### src/sv/u8u16_pkg.sv
package u8u16_pkg;

   localparam int COUNT_BITS_DEFAULT = 24;
   localparam int QUEUE_DEPTH        = 4;
   localparam int CAP_W              = 24;
   localparam int INDEX_W            = 24;

   localparam logic [CAP_W-1:0] CAP_RESET   = 24'hFFFFFF;
   localparam logic [15:0]      REPL_UNIT   = 16'hFFFD;
   localparam logic [15:0]      SURR_HIGH   = 16'hD800;
   localparam logic [15:0]      SURR_LOW    = 16'hDC00;
   localparam logic [20:0]      SUPP_BASE   = 21'h010000;
   localparam logic [20:0]      MAX_POINT   = 21'h10FFFF;
   localparam logic [20:0]      MIN_TWO     = 21'h000080;
   localparam logic [20:0]      MIN_THREE   = 21'h000800;
   localparam logic [20:0]      SURR_FIRST  = 21'h00D800;
   localparam logic [20:0]      SURR_LAST   = 21'h00DFFF;

   // continuation bytes expected by a pending sequence
   localparam logic [1:0] EXP_NONE  = 2'd0;
   localparam logic [1:0] EXP_ONE   = 2'd1;
   localparam logic [1:0] EXP_TWO   = 2'd2;
   localparam logic [1:0] EXP_THREE = 2'd3;

   // one decoded byte: a run of replacements followed by up to two point units
   typedef struct packed {
      logic [2:0]  n_repl;
      logic [1:0]  n_pt;
      logic [15:0] unit0;
      logic [15:0] unit1;
      logic        end_text;
   } job_type;

endpackage

### src/sv/utf8_to_utf16_transcoder_top.sv
// path: an accepted byte's units are written into the job queue, then into the rsp output register
// throughput: one byte per cycle while each byte gives at most one unit and rsp_pop keeps up;
//   a byte with n units holds the unit stage for each; a four-entry job queue absorbs the burst
// the unit stage emits one UTF-16 unit per cycle, when not stalled, into a single output register
// reset: sequence state, unit index, job queue and output valid clear; capacity is all ones
module utf8_to_utf16_transcoder_top #(
   parameter int COUNT_BITS = u8u16_pkg::COUNT_BITS_DEFAULT
) (
   input  logic                           clock,
   input  logic                           reset,
   input  logic                           req_push,
   input  logic [7:0]                     req_byte_in,
   input  logic                           req_end_of_text,
   output logic                           req_full,
   input  logic                           rsp_pop,
   output logic                           rsp_empty,
   output logic [15:0]                    rsp_code_unit,
   output logic                           rsp_is_replacement,
   output logic [u8u16_pkg::INDEX_W-1:0]  rsp_unit_index,
   output logic                           rsp_stored,
   output logic                           rsp_last_of_run,
   output logic                           rsp_text_done,
   input  logic                           csr_write_enable,
   input  logic [u8u16_pkg::CAP_W-1:0]    csr_write_data
);
   import u8u16_pkg::*;

   logic    job_push;
   job_type job;
   job_type q_head;
   logic    q_full;
   logic    q_empty;
   logic    q_pop;

   u8u16_front u_front (
      .clock           (clock),
      .reset           (reset),
      .req_push        (req_push),
      .req_byte_in     (req_byte_in),
      .req_end_of_text (req_end_of_text),
      .req_full        (req_full),
      .q_full          (q_full),
      .job_push        (job_push),
      .job             (job)
   );

   u8u16_queue u_queue (
      .clock   (clock),
      .reset   (reset),
      .q_push  (job_push),
      .q_wdata (job),
      .q_pop   (q_pop),
      .q_head  (q_head),
      .q_full  (q_full),
      .q_empty (q_empty)
   );

   u8u16_back #(
      .COUNT_BITS (COUNT_BITS)
   ) u_back (
      .clock              (clock),
      .reset              (reset),
      .csr_write_enable   (csr_write_enable),
      .csr_write_data     (csr_write_data),
      .q_empty            (q_empty),
      .q_head             (q_head),
      .q_pop              (q_pop),
      .rsp_pop            (rsp_pop),
      .rsp_empty          (rsp_empty),
      .rsp_code_unit      (rsp_code_unit),
      .rsp_is_replacement (rsp_is_replacement),
      .rsp_unit_index     (rsp_unit_index),
      .rsp_stored         (rsp_stored),
      .rsp_last_of_run    (rsp_last_of_run),
      .rsp_text_done      (rsp_text_done)
   );

   a_done_is_last: assert property (@(posedge clock) disable iff (reset)
      (!rsp_empty && rsp_text_done) |-> rsp_last_of_run)
      else $error("text_done without last_of_run");

   a_repl_value: assert property (@(posedge clock) disable iff (reset)
      (!rsp_empty && rsp_is_replacement) |-> (rsp_code_unit == REPL_UNIT))
      else $error("replacement flag on a unit other than U+FFFD");

   a_queue_state: assert property (@(posedge clock) disable iff (reset)
      !(q_full && q_empty))
      else $error("job queue both full and empty");

   a_pop_needs_job: assert property (@(posedge clock) disable iff (reset)
      q_pop |-> !q_empty)
      else $error("job popped from empty queue");

endmodule

### src/sv/u8u16_front.sv
module u8u16_front (
   input  logic                clock,
   input  logic                reset,
   input  logic                req_push,
   input  logic [7:0]          req_byte_in,
   input  logic                req_end_of_text,
   output logic                req_full,
   input  logic                q_full,
   output logic                job_push,
   output u8u16_pkg::job_type  job
);
   import u8u16_pkg::*;

   logic [20:0] gath_ff, gath_in;
   logic [1:0]  exp_ff, exp_in;
   logic [1:0]  taken_ff, taken_in;

   logic        accept;
   logic        is_cont;
   logic [2:0]  taken_n;
   logic [20:0] gath_n;
   logic [20:0] adj;
   logic        seq_done;
   logic        pt_ok;
   logic        lead_ascii;
   logic        lead_multi;
   logic [1:0]  lead_exp;
   logic [20:0] lead_bits;
   logic [2:0]  n_repl;
   logic [1:0]  n_pt;
   logic [15:0] unit0;
   logic [15:0] unit1;

   assign req_full = q_full;
   assign accept   = req_push && !q_full;
   assign is_cont  = (req_byte_in[7:6] == 2'b10);
   assign taken_n  = {1'b0, taken_ff} + 3'd1;
   assign gath_n   = {gath_ff[14:0], req_byte_in[5:0]};
   assign adj      = gath_n - SUPP_BASE;
   assign seq_done = (taken_n >= {1'b0, exp_ff});

   always_comb begin
      lead_ascii = !req_byte_in[7];
      lead_multi = 1'b0;
      lead_exp   = EXP_NONE;
      lead_bits  = '0;
      if (req_byte_in[7:5] == 3'b110) begin
         lead_multi = 1'b1;
         lead_exp   = EXP_ONE;
         lead_bits  = {16'd0, req_byte_in[4:0]};
      end else if (req_byte_in[7:4] == 4'b1110) begin
         lead_multi = 1'b1;
         lead_exp   = EXP_TWO;
         lead_bits  = {17'd0, req_byte_in[3:0]};
      end else if (req_byte_in[7:3] == 5'b11110) begin
         lead_multi = 1'b1;
         lead_exp   = EXP_THREE;
         lead_bits  = {18'd0, req_byte_in[2:0]};
      end
   end

   // overlong, surrogate and out-of-range checks on the finished point
   always_comb begin
      case (exp_ff)
         EXP_ONE:   pt_ok = (gath_n >= MIN_TWO);
         EXP_TWO:   pt_ok = (gath_n >= MIN_THREE) &&
                            !((gath_n >= SURR_FIRST) && (gath_n <= SURR_LAST));
         EXP_THREE: pt_ok = (gath_n >= SUPP_BASE) && (gath_n <= MAX_POINT);
         default:   pt_ok = 1'b0;
      endcase
   end

   always_comb begin
      gath_in  = gath_ff;
      exp_in   = exp_ff;
      taken_in = taken_ff;
      n_repl   = 3'd0;
      n_pt     = 2'd0;
      unit0    = '0;
      unit1    = '0;
      if (accept) begin
         if ((exp_ff != EXP_NONE) && is_cont) begin
            if (seq_done) begin
               if (pt_ok) begin
                  if (gath_n < SUPP_BASE) begin
                     n_pt  = 2'd1;
                     unit0 = gath_n[15:0];
                  end else begin
                     n_pt  = 2'd2;
                     unit0 = SURR_HIGH + {6'd0, adj[19:10]};
                     unit1 = SURR_LOW + {6'd0, adj[9:0]};
                  end
               end else begin
                  n_repl = taken_n + 3'd1;
               end
               gath_in  = '0;
               exp_in   = EXP_NONE;
               taken_in = '0;
            end else if (req_end_of_text) begin
               n_repl = taken_n + 3'd1;
            end else begin
               gath_in  = gath_n;
               taken_in = taken_n[1:0];
            end
         end else begin
            // broken sequence: flush it, then the byte starts over as a lead
            if (exp_ff != EXP_NONE) begin
               n_repl   = {1'b0, taken_ff} + 3'd1;
               gath_in  = '0;
               exp_in   = EXP_NONE;
               taken_in = '0;
            end
            if (lead_ascii) begin
               n_pt  = 2'd1;
               unit0 = {8'd0, req_byte_in};
            end else if (lead_multi && !req_end_of_text) begin
               gath_in  = lead_bits;
               exp_in   = lead_exp;
               taken_in = '0;
            end else begin
               n_repl = n_repl + 3'd1;
            end
         end
         if (req_end_of_text) begin
            gath_in  = '0;
            exp_in   = EXP_NONE;
            taken_in = '0;
         end
      end
   end

   assign job_push     = accept && ((n_repl != 3'd0) || (n_pt != 2'd0));
   assign job.n_repl   = n_repl;
   assign job.n_pt     = n_pt;
   assign job.unit0    = unit0;
   assign job.unit1    = unit1;
   assign job.end_text = req_end_of_text;

   always_ff @(posedge clock) begin
      if (reset) begin
         gath_ff  <= '0;
         exp_ff   <= EXP_NONE;
         taken_ff <= '0;
      end else begin
         gath_ff  <= gath_in;
         exp_ff   <= exp_in;
         taken_ff <= taken_in;
      end
   end

endmodule

### src/sv/u8u16_queue.sv
module u8u16_queue (
   input  logic                clock,
   input  logic                reset,
   input  logic                q_push,
   input  u8u16_pkg::job_type  q_wdata,
   input  logic                q_pop,
   output u8u16_pkg::job_type  q_head,
   output logic                q_full,
   output logic                q_empty
);
   import u8u16_pkg::*;

   localparam int PTR_W = $clog2(QUEUE_DEPTH);
   localparam int CNT_W = PTR_W + 1;

   job_type            slot_ff [QUEUE_DEPTH];
   logic [PTR_W-1:0]   wr_ff, wr_in;
   logic [PTR_W-1:0]   rd_ff, rd_in;
   logic [CNT_W-1:0]   cnt_ff, cnt_in;
   logic               do_push;
   logic               do_pop;

   assign q_full  = (cnt_ff == CNT_W'(QUEUE_DEPTH));
   assign q_empty = (cnt_ff == '0);
   assign q_head  = slot_ff[rd_ff];
   assign do_push = q_push && !q_full;
   assign do_pop  = q_pop && !q_empty;

   always_comb begin
      wr_in  = do_push ? PTR_W'(wr_ff + 1'b1) : wr_ff;
      rd_in  = do_pop ? PTR_W'(rd_ff + 1'b1) : rd_ff;
      cnt_in = cnt_ff;
      if (do_push && !do_pop) begin
         cnt_in = cnt_ff + 1'b1;
      end else if (do_pop && !do_push) begin
         cnt_in = cnt_ff - 1'b1;
      end
   end

   always_ff @(posedge clock) begin
      if (do_push) begin
         slot_ff[wr_ff] <= q_wdata;
      end
   end

   always_ff @(posedge clock) begin
      if (reset) begin
         wr_ff  <= '0;
         rd_ff  <= '0;
         cnt_ff <= '0;
      end else begin
         wr_ff  <= wr_in;
         rd_ff  <= rd_in;
         cnt_ff <= cnt_in;
      end
   end

endmodule

### src/sv/u8u16_back.sv
module u8u16_back #(
   parameter int COUNT_BITS = u8u16_pkg::COUNT_BITS_DEFAULT
) (
   input  logic                               clock,
   input  logic                               reset,
   input  logic                               csr_write_enable,
   input  logic [u8u16_pkg::CAP_W-1:0]        csr_write_data,
   input  logic                               q_empty,
   input  u8u16_pkg::job_type                 q_head,
   output logic                               q_pop,
   input  logic                               rsp_pop,
   output logic                               rsp_empty,
   output logic [15:0]                        rsp_code_unit,
   output logic                               rsp_is_replacement,
   output logic [u8u16_pkg::INDEX_W-1:0]      rsp_unit_index,
   output logic                               rsp_stored,
   output logic                               rsp_last_of_run,
   output logic                               rsp_text_done
);
   import u8u16_pkg::*;

   localparam int CMP_W = (COUNT_BITS > CAP_W) ? COUNT_BITS : CAP_W;

   logic [CAP_W-1:0]      cap_ff, cap_in;
   logic [COUNT_BITS-1:0] cnt_ff, cnt_in;
   logic [1:0]            pos_ff, pos_in;
   logic                  valid_ff, valid_in;
   logic [15:0]           code_ff;
   logic                  repl_ff;
   logic [INDEX_W-1:0]    idx_ff;
   logic                  stored_ff;
   logic                  last_ff;
   logic                  done_ff;

   logic                  emit;
   logic [2:0]            total;
   logic                  is_last;
   logic                  in_repl;
   logic [2:0]            pt_sel;
   logic [15:0]           unit;
   logic [CMP_W-1:0]      idx_ext;
   logic [CMP_W-1:0]      cap_ext;

   assign total   = q_head.n_repl + {1'b0, q_head.n_pt};
   assign is_last = ({1'b0, pos_ff} == (total - 3'd1));
   assign in_repl = ({1'b0, pos_ff} < q_head.n_repl);
   assign pt_sel  = {1'b0, pos_ff} - q_head.n_repl;
   assign unit    = in_repl ? REPL_UNIT : (pt_sel[0] ? q_head.unit1 : q_head.unit0);
   assign idx_ext = CMP_W'(cnt_ff);
   assign cap_ext = CMP_W'(cap_ff);

   // output register refills whenever it is empty or being drained and a job is queued
   assign emit  = (!valid_ff || rsp_pop) && !q_empty;
   assign q_pop = emit && is_last;

   always_comb begin
      cap_in   = csr_write_enable ? csr_write_data : cap_ff;
      valid_in = valid_ff;
      if (emit) begin
         valid_in = 1'b1;
      end else if (rsp_pop) begin
         valid_in = 1'b0;
      end
      pos_in = pos_ff;
      cnt_in = cnt_ff;
      if (emit) begin
         pos_in = is_last ? 2'd0 : pos_ff + 2'd1;
         if (is_last && q_head.end_text) begin
            cnt_in = '0;
         end else if (cnt_ff != '1) begin
            cnt_in = cnt_ff + 1'b1;
         end
      end
   end

   always_ff @(posedge clock) begin
      if (reset) begin
         cap_ff   <= CAP_RESET;
         cnt_ff   <= '0;
         pos_ff   <= '0;
         valid_ff <= 1'b0;
      end else begin
         cap_ff   <= cap_in;
         cnt_ff   <= cnt_in;
         pos_ff   <= pos_in;
         valid_ff <= valid_in;
      end
   end

   always_ff @(posedge clock) begin
      if (emit) begin
         code_ff   <= unit;
         repl_ff   <= in_repl;
         idx_ff    <= idx_ext[INDEX_W-1:0];
         stored_ff <= (idx_ext < cap_ext);
         last_ff   <= is_last;
         done_ff   <= is_last && q_head.end_text;
      end
   end

   assign rsp_empty          = !valid_ff;
   assign rsp_code_unit      = code_ff;
   assign rsp_is_replacement = repl_ff;
   assign rsp_unit_index     = idx_ff;
   assign rsp_stored         = stored_ff;
   assign rsp_last_of_run    = last_ff;
   assign rsp_text_done      = done_ff;

endmodule
### config.mk
export PLATFORM = sky130hd
export DESIGN_NAME = utf8_to_utf16_transcoder_top
export DESIGN_NICKNAME = d
export VERILOG_FILES = /design/src/sv/u8u16_pkg.sv /design/src/sv/utf8_to_utf16_transcoder_top.sv /design/src/sv/u8u16_front.sv /design/src/sv/u8u16_queue.sv /design/src/sv/u8u16_back.sv
export SDC_FILE = /design/constraint.sdc
export NUM_CORES = 1
export LEC_CHECK = 0
export BUFFER_PORTS_ARGS = -buffer_cell sky130_fd_sc_hd__buf_4
export CAP_MARGIN = 30
export CORE_UTILIZATION = 25
export DETAILED_ROUTE_END_ITERATION = 8
export HOLD_SLACK_MARGIN = 0.02
export PLACE_DENSITY = 0.44
export SLEW_MARGIN = 10
export SYNTH_ARGS = -nofsm -noshare
export SYNTH_HDL_FRONTEND = slang
export SYNTH_SLANG_ARGS = --single-unit
### constraint.sdc
create_clock -name clock -period 7.6 [get_ports clock]
set_input_delay 1.52 -clock clock [delete_from_list [all_inputs] [get_ports clock]]
set_output_delay 1.52 -clock clock [all_outputs]
set_load 0.02 [all_outputs]
Yosys cells after proc, flatten, opt, wreduce, memory -nomap -nowiden
Memories as Yosys holds them, arrays and structs flattened. A register that Yosys moved wholly into a read port is not among the register bits. Cells that the tools add are included. Widths: inputs -> output; s select.

Bits in writable memories: 152. Bits of input ports: 38. Memories: 1. Logic and storage cells: 152. Register bits after elaboration: 127. Output and inout port bits: 46.

Magnitude comparators: 10. Reductions and logical operators: 32. Mux-type cells: 67. $add $sub $neg: 15. Equality and inequality tests: 11.

Memories: u_queue.slot_ff (words 4, width 38, read ports 1, clocked after memory_dff 1, write ports 1, line u8u16_queue.sv:16) `job_type slot_ff [QUEUE_DEPTH];`.

Operator list (count): $mux 16 (11); $mux 21 (8); $mux 24 (2); $mux 2 (23); $mux 3 (13); $add 15x11->16 const A (2); $add 24x1->24 const B (1); $lt 24x24->1 (1); $ne 24x24->1 const B (1); $ge 21x12->1 const B (1); $ge 21x16->1 const B (1); $ge 21x17->1 const B (1); $ge 21x8->1 const B (1); $le 21x16->1 const B (1); $le 21x21->1 const B (1); $lt 21x17->1 const B (1); $sub 20x17->20 const B (1); $logic_and 1x1->1 (14); $reduce_bool 2->1 (5); $add 3x1->3 const B (3); $mux 1 (8); $logic_not 1->1 (7); $mux 7 (1); $add 2x1->2 const B (3); other kinds (18) (24).

Longest topological paths before layout
Gate-level depths: netlist of the first run.

Depth in word-level cells: 17. Gate-level depth with buffers: 17. Gate-level depth less buffers: 15.

Hierarchy
A second synthesis of the first run with hierarchy kept.

Cell total of the unflattened synthesis: 908. Area total of the unflattened synthesis: 12339.3 sq um.

Modules (own cells, without submodules): u8u16_queue (seq. area each 4744.6 sq um, times used 1, area an instance 5960.7 sq um, cells each 246); u8u16_back (seq. area each 2342.2 sq um, times used 1, area an instance 4598.2 sq um, cells each 429); u8u16_front (seq. area each 380.4 sq um, times used 1, area an instance 1780.5 sq um, cells each 233).

Worst setup path before layout of the first run
Ideal clock, no wire load.

Kind: input -> register. Start point: input req_byte_in[5]. End point: register u_queue.cnt_ff[2]. Data arrival time: 4.232 ns. Cell stages on the path: 14. Required time: 7.529 ns. Setup time: 0.071 ns. Slack: 3.298 ns. Cells stage by stage: buf_2 -> nand3_1 -> nor4_4 -> mux2i_1 -> a221o_1 -> a31oi_2 -> nand3_1 -> nand4_4 -> ha_1 -> inv_1 -> fa_1 -> xor2_1 -> or3_1 -> a21oi_1.

Longest elaborated chain between the ends: 16.

RTL lines: from (decl) (line utf8_to_utf16_transcoder_top.sv:12) `input logic [7:0] req_byte_in,`; $ge 21x16->1 (tied with other cells) (line u8u16_front.sv:67) `!((gath_n >= SURR_FIRST) && (gath_n <= SURR_LAST));`; $logic_and 1x1->1 / $mux 1 (equally long branches) (line u8u16_front.sv:67, u8u16_front.sv:55); $logic_not 1->1 / $mux 1 (equally long branches) (line u8u16_front.sv:67, u8u16_front.sv:51); $logic_and 1x1->1 / $mux 1 (equally long branches) (line u8u16_front.sv:66, u8u16_front.sv:47); $pmux 1 s3 / $logic_and 1x1->1 (equally long branches) (line u8u16_front.sv:64, u8u16_front.sv:116); $mux 3 (tied with other cells) (line u8u16_front.sv:84) `if (pt_ok) begin`; $mux 3 (tied with other cells) (line u8u16_front.sv:83) `if (seq_done) begin`; $mux 3 / $mux 2 (equally long branches) (line u8u16_front.sv:82) `if ((exp_ff != EXP_NONE) && is_cont) begin`; $mux 3 / $mux 2 (equally long branches) (line u8u16_front.sv:81) `if (accept) begin`; $reduce_bool 3->1 / $reduce_bool 2->1 (equally long branches) (line u8u16_front.sv:132) `assign job_push = accept && ((n_repl != 3'd0) || (n_pt != 2'd0));`; $logic_or 1x1->1 (*) (line u8u16_front.sv:132); $logic_and 1x1->1 (*) (line u8u16_front.sv:132); $logic_and 1x1->1 (*) (line u8u16_queue.sv:26) `assign do_push = q_push && !q_full;`; net u_queue.do_push (line u8u16_queue.sv:20) `logic do_push;`; $logic_not 1->1 (line u8u16_queue.sv:35) `end else if (do_pop && !do_push) begin`; $logic_and 1x1->1 (line u8u16_queue.sv:35); $reduce_bool 2->1 (no line); to (signal assigned) (line u8u16_queue.sv:54) `cnt_ff <= cnt_in;`; to (decl) (line u8u16_queue.sv:19) `logic [CNT_W-1:0] cnt_ff, cnt_in;`.

Mark *: on every way through the listed nets, which the timed path passes. The rest lies on a longest branch. A chain may end at the register's enable or synchronous reset.

Worst setup path in the final report of the first run
Same ends and word-level chain as after synthesis.

==> results.yml, run 1 <==
critical_path:
  start_kind: "primary input"
  critPathKind: "in2reg"
  worstSetupEndpointType: "flip-flop"
  required_ns: 8.09
  startpoint: "req_byte_in[5]"
  path_max_fanout: 13
  arrival_ns: 4.94
power:
  max-vdd-ir-drop_v: 0.000148
  switching_share_pct: 30.7
  internal_power_mw: 2.99
  p_leak_nw: 4.95
  comb_power_share_pct: 25.6
  p_clk_share_pct: 32.3
  p_seq_share_pct: 42.1
  power-per-cell-area_mw_per_mm2: 326
  power.switching_mw: 1.33
cells_and_area:
  fill_cells: 4423
  multiInputGateArea_mm2: 0.00385
  syn2layout_area_growth_pct: 20.7
  nNetsFinal: 1019
  n_antenna_cell: 0
  most-common-layout-cells: "172 x edfxtp_1, 95 x nand2_1, 93 x buf_4, 78 x dfxtp_1, 71 x nor2_1"
  regArea_mm2: 0.00675
  final_core_util_pct: 30.7
  final_layout_size_suffix_gt1_share_pct: 19.4
  final_common_cell: "edfxtp_1"
yosys:
  synth.avg_cell_area_um2: 12.9
  synth_seq_area_share_pct: 61.5
  synthCells: 851
  synth_ff_type: "edfxtp_1"
  synth_nets: 931
  synth_area_mm2: 0.0110
  synth_edf_count: 172
  synth_seq_cells: 251
  ys_async_sr_fraction_pct: 0
  yosysUniqueCellTypes: 66
  yosys_warnings: 0
detailed_routing:
  route.detailed.drc: 0
  drtPass1Iterations: 5
  wl_per_cell_um: 17.0
  ant_nets: 0
  drt_iter0_drc: 343
  wl_um: 26200
  via_count: 6796
  drt-vias-per-instance: 4.40
timing:
  timing.final.max_slew_violations: 0
  tns_ns: 0
  setup_viol: 0
  tightest_slew_ns: 0.801
  fin_worst_skew_ns: 0.0163
  min_period_over_period_pct: 58.6
  grt_setup_unrepaired: "false"
  slew-limit-headroom_pct: 46.4
  fin_crit_ns: 4.45
  hold_viol: 0
  max_freq_ghz: 0.225
  timing.final.ws_setup_ns: 3.15
grt:
  antenna_found_initial: 0
  grt-ovfl-total: 0
  grtUsageTotal_pct: 12.0
  grt_util_met2_pct: 18.8
  grtUsageMet3_pct: 1.77
  use_met1_pct: 16.9
  grt_max_degree: 48
  gr-max-usage-layer: "met2"
  grt_pass1_wl_um: 41300
  grt_pass1_vias: 6916
job:
  drv_cap: 0
floorplan:
  rows: 76
  start_util_pct: 25.4
  die_w_um: 211
  die-height_um: 211
  io_pins: 84
  dieArea_mm2: 0.0447
  core_mm2: 0.0432
clock_network:
  path_clk_slew_ns: 0.06
  cts_buffers: 29
  cts-resized-gates: 0
  cts_tree: "built"
  clock_latency_ns: 0.57
  postCtsHoldBufs: 0
  clk_path_buf_depth: 3
  cts_sinks: 251
  postCtsSetupBuffers: 0
  root_buffer: "clkbuf_16"
  h-tree-depth: 1
worst_hold_path:
  min-delay-start: "u_back.valid_ff"
  hold_class: "reg2reg"
place:
  place_ws_ns: 2.57
  io_buffers: 83
  dp_hpwl_um: 17300
  place_congestion: 0.770
run_status:
  status: "completed"
## power by group through the flow
| stage | sequential [mW] | clock [mW] | combinational, mW |
|---|---|---|---|
| global route | 1.84 | 1.50 | 1.23 |
| floorplan | 1.95 | 0 | 0.605 |
| finish | 1.82 | 1.39 | 1.11 |
| global placement | 1.85 | 0 | 1.14 |
| detailed placement | 1.85 | 0 | 1.14 |
| CTS | 1.82 | 1.45 | 1.14 |
## final timing paths
| kind | endpoint | slack, ns | cells after the start |
|---|---|---|---|
| setup / recovery | u_queue.cnt_ff[2] | 3.15 | 14 |
| hold / removal | u_back.valid_ff | 0.48 | 2 |
| setup reg to reg | u_queue.cnt_ff[2] | 3.34 | 16 |
| hold reg to reg | u_back.valid_ff | 0.48 | 2 |
## area by class of cell
class | count | area share, %
Sequential cell | 251 | 51.0
Multi-Input combinational cell | 510 | 29.1
Timing Repair Buffer | 95 | 5.69
Clock buffer | 35 | 5.65
Tap cell | 585 | 5.53
Clock inverter | 18 | 1.55
Inverter | 52 | 1.47
## layer usage
metal | up-vias | share of wire, %
met3 | 34 | 3.4
met4 | 0 | 2.1
met5 | - | 0
met2 | 96 | 46
met1 | 3340 | 49
li1 | 3326 | -
## flip-flops by register name (all words and copies together), names as in the netlist, named ones only
signal	count
u_back.cap_ext	24
u_back.cnt_ff	24
u_back.pos_ff	2
u_back.rsp_code_unit	16
u_back.rsp_is_replacement	1
u_back.rsp_last_of_run	1
u_back.rsp_stored	1
u_back.rsp_text_done	1
u_back.rsp_unit_index	24
u_back.valid_ff	1
u_front.exp_ff	2
u_front.gath_ff	15
u_front.taken_ff	2
u_queue.cnt_ff	3
u_queue.rd_ff	2
u_queue.slot_ff	128
u_queue.wr_ff	2
## critical path, stage by stage
cell     delay (ns)
buf_4          0.15
nand3_1        0.17
nor4_4         0.37
mux2i_1        0.12
a221o_1        0.31
a31oi_2        0.58
nand3_1        0.24
nand4_4        0.20
ha_1           0.21
inv_1          0.06
fa_1           0.37
xor2_1         0.17
or3_1          0.30
a21oi_1        0.16
## per-stage QoR
stage                     area (um^2)  hold slack [ns]  instances  power [mW]
after detailed placement        12300            0.469       1492        2.99
after global placement          12200            0.459       1491        2.99
after global routing            13200            0.504       1546        4.57
after floorplan                 11000            0.434        851        2.55
after CTS                       13200            0.478       1545        4.41
final                           13200            0.477       1546        4.32
## synthesized netlist by cell type (all sizes together) (8+ instances only)
library cell,count,area (um^2)
nand2,95,357
clkbuf,29,110
and3,19,119
mux4,32,721
nand3,18,108
nand4,22,153
mux2i,9,90.1
xor2,20,175
a22oi,15,113
ha,40,500
nor3,9,56.3
xnor2,8,77.6
o21ai,15,75.1
a21oi,29,156
edfxtp,172,5160
o211ai,24,180
inv,51,191
and2,8,50.1
nor2,72,278
a21o,13,97.6
dfxtp,79,1580
buf,9,57.5
or3,9,56.3
## cell families after synthesis
kind of cell,after synthesis,share of synthesized area (%)
buf+inv,90,3.31
simple gates,279,12.8
compound gates,119,7.67
fa+ha+maj,42,4.93
flops,251,61.5
mux,42,7.50
xor+xnor,28,2.31
No activity file was read; power rests on OpenSTA's default activity.
==> run 2: changes to the inputs <==
- PLACE_DENSITY: 0.44 -> 0.45
- clock period: 7.6 -> 3.99 ns (I/O delays scaled with it)
==> results.yml, run 2 (synthesized netlist as in run 1, its figures left out) <==
run_status:
  status: "completed"
place:
  place_congestion: 0.807
  dp_hpwl_um: 17400
  io_buffers: 83
cells_and_area:
  most-common-layout-cells: "172 x edfxtp_1, 103 x buf_4, 95 x nand2_1, 78 x dfxtp_1, 71 x nor2_1"
  multiInputGateArea_mm2: 0.00385
  final_common_cell: "edfxtp_1"
  regArea_mm2: 0.00675
  final_layout_size_suffix_gt1_share_pct: 20.6
  top_register: "u_queue.slot_ff"
  largest_reg_flops: 128
  syn2layout_area_growth_pct: 22.5
  n_antenna_cell: 0
  fill_cells: 4393
  nNetsFinal: 1030
critical_path:
  start_kind: "flip-flop"
  path_max_fanout: 5
  arrival_ns: 4.14
  required_ns: 4.45
  cp_slowest_cell: "fa_1"
  slowest_delay_ns: 0.49
  critPathKind: "reg2reg"
  worstSetupEndpointType: "flip-flop"
  cp_cell_sequence: "inv_1, fa_1, o31ai_1, nor2_1, or3_1, a211o_2, nand4_4, ha_1, inv_1, fa_1, xor2_1, or3_1, a21oi_1"
timing:
  max_freq_ghz: 0.272
  setup_viol: 0
  fin_worst_skew_ns: 0.0192
  min_period_over_period_pct: 92.1
  slew-limit-headroom_pct: 55.7
  grt_setup_unrepaired: "false"
  fin_crit_ns: 3.68
  tns_ns: 0
  hold_viol: 0
  tightest_slew_ns: 0.658
  timing.final.max_slew_violations: 0
floorplan:
  core_mm2: 0.0432
  dieArea_mm2: 0.0447
  io_pins: 84
  die-height_um: 211
  die_w_um: 211
  start_util_pct: 25.4
  rows: 76
grt:
  grtUsageTotal_pct: 11.8
  grt-ovfl-total: 0
  grt_pass1_vias: 7054
  grt_pass1_wl_um: 41100
  antenna_found_initial: 0
  grt_max_degree: 48
clock_network:
  clk_path_buf_depth: 3
  h-tree-depth: 1
  postCtsHoldBufs: 0
  root_buffer: "clkbuf_16"
  clock_latency_ns: 0.55
  cts-resized-gates: 0
  postCtsSetupBuffers: 0
  cts_sinks: 251
  cts_buffers: 28
  path_clk_slew_ns: 0.06
  cts_tree: "built"
detailed_routing:
  drtPass1Iterations: 5
  route.detailed.drc: 0
  drt_iter0_drc: 305
  ant_nets: 0
  drt-vias-per-instance: 4.41
  via_count: 6847
  wl_um: 25800
  wl_per_cell_um: 16.6
worst_hold_path:
  hold_class: "reg2reg"
power:
  finalPower_mw: 8.50
  max-vdd-ir-drop_v: 0.000411
  p_leak_nw: 5.07
  power-per-cell-area_mw_per_mm2: 633
job:
  drv_cap: 0
-- run 2: area by class of cell --
class,instances,share of cell area (%)
Clock buffer,31,5.46
Timing Repair Buffer,107,6.36
Sequential cell,251,50.3
Multi-Input combinational cell,510,28.7
Inverter,52,1.45
Tap cell,585,5.45
Clock inverter,18,2.31
-- run 2: worst max-delay path: cells and delay by family (launching register included) --
| kind | cells | cell delay (ns) |
|---|---|---|
| compound gates | 3 | 0.90 |
| xor+xnor | 1 | 0.18 |
| fa+ha+maj | 3 | 1.05 |
| buf+inv | 2 | 0.19 |
| flops | 1 | 0.41 |
| simple gates | 4 | 0.87 |
-- run 2: routing by layer --
layer | up-vias | wire length (um) | GRT usage, % | share of wire (%)
met4 | 0 | 449 | 3.32 | 1.7
met3 | 28 | 1150 | 1.81 | 4.5
met5 | - | 0 | 0 | 0
met2 | 102 | 12000 | 19.1 | 46
met1 | 3374 | 12300 | 16.2 | 47
li1 | 3343 | - | - | -
-- run 2: where the power goes --
| part | total, mW | switching (mW) | internal (mW) |
|---|---|---|---|
| Clock | 2.92 | 1.03 | 1.89 |
| Combinational | 2.14 | 1.31 | 0.835 |
| Sequential | 3.44 | 0.155 | 3.29 |
-- run 2: path summary, 6_finish.rpt --
check                                          from                end  slack [ns]  cells past startpoint
worst max register to register  u_front.taken_ff[0]  u_queue.cnt_ff[2]        0.31                     13
worst min register to register      u_back.valid_ff    u_back.valid_ff        0.47                      2
worst min-delay path                u_back.valid_ff    u_back.valid_ff        0.47                      2
worst max-delay path            u_front.taken_ff[0]  u_queue.cnt_ff[2]        0.31                     13
-- run 2: stage by stage --
step                hold slack, ns  setup slack [ns]  std cells  instance area (um^2)  utilization (%)
floorplan                    0.434             0.161        851                 11000                -
global placement             0.460             0.278       1505                 12400             28.7
detailed placement           0.471             0.211       1505                 12400             28.7
CTS                          0.446             0.304       1554                 13400             31.1
global route                 0.454             0.167       1554                 13400             31.1
finish                       0.472             0.314       1554                 13400             31.1
==> run 3: changes to the inputs <==
- CORE_MARGIN: default -> 2
- CORE_UTILIZATION: 25 -> 50
- PLACE_DENSITY: 0.45 -> 0.75
==> results.yml, run 3 (synthesized netlist as in run 1, its figures left out) <==
critical_path:
  start_kind: "flip-flop"
  startpoint: "u_front.taken_ff[0]"
  worstSetupEndpointType: "flip-flop"
  required_ns: 4.43
  rr_endpoint: "u_queue.cnt_ff[2]"
  critPathKind: "reg2reg"
  reg2reg_slack_ns: 0.28
  arrival_ns: 4.15
  r2r_cells: 13
  worstSetupEndpoint: "u_queue.cnt_ff[2]"
  path_max_fanout: 7
  reg2reg_from: "u_front.taken_ff[0]"
floorplan:
  core_mm2: 0.0217
  dieArea_mm2: 0.0231
  die_w_um: 152
  io_pins: 84
  die-height_um: 152
  rows: 54
  start_util_pct: 50.6
timing:
  tightest_slew_ns: 0.902
  timing.final.ws_setup_ns: 0.283
  fin_worst_skew_ns: 0.0170
  fin_crit_ns: 3.71
  tns_ns: 0
  max_freq_ghz: 0.270
  min_period_over_period_pct: 92.9
  setup_viol: 0
  slew-limit-headroom_pct: 39.7
  fin_hold_ws_ns: 0.476
  grt_setup_unrepaired: "false"
  timing.final.max_slew_violations: 0
  hold_viol: 0
cells_and_area:
  multiInputGateArea_mm2: 0.00387
  regArea_mm2: 0.00675
  nNetsFinal: 1019
  final_common_cell: "edfxtp_1"
  most-common-layout-cells: "172 x edfxtp_1, 95 x nand2_1, 95 x buf_4, 78 x dfxtp_1, 71 x nor2_1"
  fill_cells: 1691
  largest_reg_flops: 128
  final_layout_size_suffix_gt1_share_pct: 19.1
  final_cells: 1237
  syn2layout_area_growth_pct: 16.0
  n_antenna_cell: 0
  top_register: "u_queue.slot_ff"
clock_network:
  path_clk_slew_ns: 0.06
  cts_buffers: 25
  cts_sinks: 251
  postCtsSetupBuffers: 0
  postCtsHoldBufs: 0
  root_buffer: "clkbuf_16"
  cts-resized-gates: 0
  clock_latency_ns: 0.52
  h-tree-depth: 1
  clk_path_buf_depth: 3
  cts_tree: "built"
power:
  power-per-cell-area_mw_per_mm2: 608
  max-vdd-ir-drop_v: 0.000523
  p_leak_nw: 4.89
  finalPower_mw: 7.74
place:
  dp_hpwl_um: 14400
  place_ws_ns: 0.152
  dp_cells: 1192
  io_buffers: 83
  place_congestion: 0.897
grt:
  grt_pass1_vias: 6813
  grt_pass1_wl_um: 35700
  grt_max_degree: 48
  antenna_found_initial: 0
  grtUsageTotal_pct: 19.0
  grt-ovfl-total: 0
job:
  drv_cap: 0
detailed_routing:
  route.detailed.drc: 0
  wl_um: 21900
  ant_nets: 0
  drt_iter0_drc: 603
  wl_per_cell_um: 17.7
  via_count: 6926
  drt-vias-per-instance: 5.60
  drtPass1Iterations: 6
worst_hold_path:
  hold_class: "reg2reg"
run_status:
  status: "completed"
-- run 3: metal layers --
layer / part of all wire, % / up-vias / GRT usage (%)
met1: 45 / 3350 / 26.9
met4: 1.8 / 0 / 4.67
met3: 5.1 / 40 / 2.37
met5: 0 / - / 0
li1: - / 3315 / -
met2: 48 / 221 / 31.5
-- run 3: per-stage QoR --
stage | util (%) | area, um^2
finish | 58.7 | 12700
global route | 58.7 | 12700
CTS | 58.7 | 12700
detailed placement | 55.1 | 12000
global placement | 55.1 | 12000
floorplan | - | 11000
-- run 3: worst min path at each step --
stage | start | to | slack, ns | cells after the start
after CTS | u_back.valid_ff | u_back.valid_ff | 0.47 | 2
after global routing | csr_write_data[20] | u_back.cap_ext[20] | 0.50 | 3
after floorplan | u_back.cnt_ff[11] | u_back.rsp_unit_index[11] | 0.43 | 0
after detailed placement | u_back.valid_ff | u_back.valid_ff | 0.46 | 2
final | u_back.valid_ff | u_back.valid_ff | 0.48 | 2
after global placement | u_back.valid_ff | u_back.valid_ff | 0.46 | 2
-- run 3: worst max-delay path: stages, from the launching register on --
cell and delay, ns:
dfxtp_1 0.41, inv_1 0.13, fa_1 0.49, o31ai_1 0.37, nor2_1 0.10, or3_1 0.40
a211o_2 0.34, nand4_4 0.11, ha_1 0.21, inv_1 0.06, fa_1 0.39, xor2_1 0.18
or3_1 0.31, a21oi_1 0.13
-- run 3: cell type report --
type | count | area share, %
repair buffers | 99 | 6.24
clock buffers | 33 | 5.15
inverters | 52 | 1.53
clock inverters | 12 | 0.885
multi-input cells | 510 | 30.4
flip-flops and latches | 251 | 53.0
well taps | 280 | 2.75
-- run 3: power by group --
part	switching (mW)	total, mW	leakage [nW]	internal, mW
Combinational	1.25	2.08	2.27	0.826
Clock	0.936	2.22	0.375	1.28
Sequential	0.157	3.44	2.24	3.28
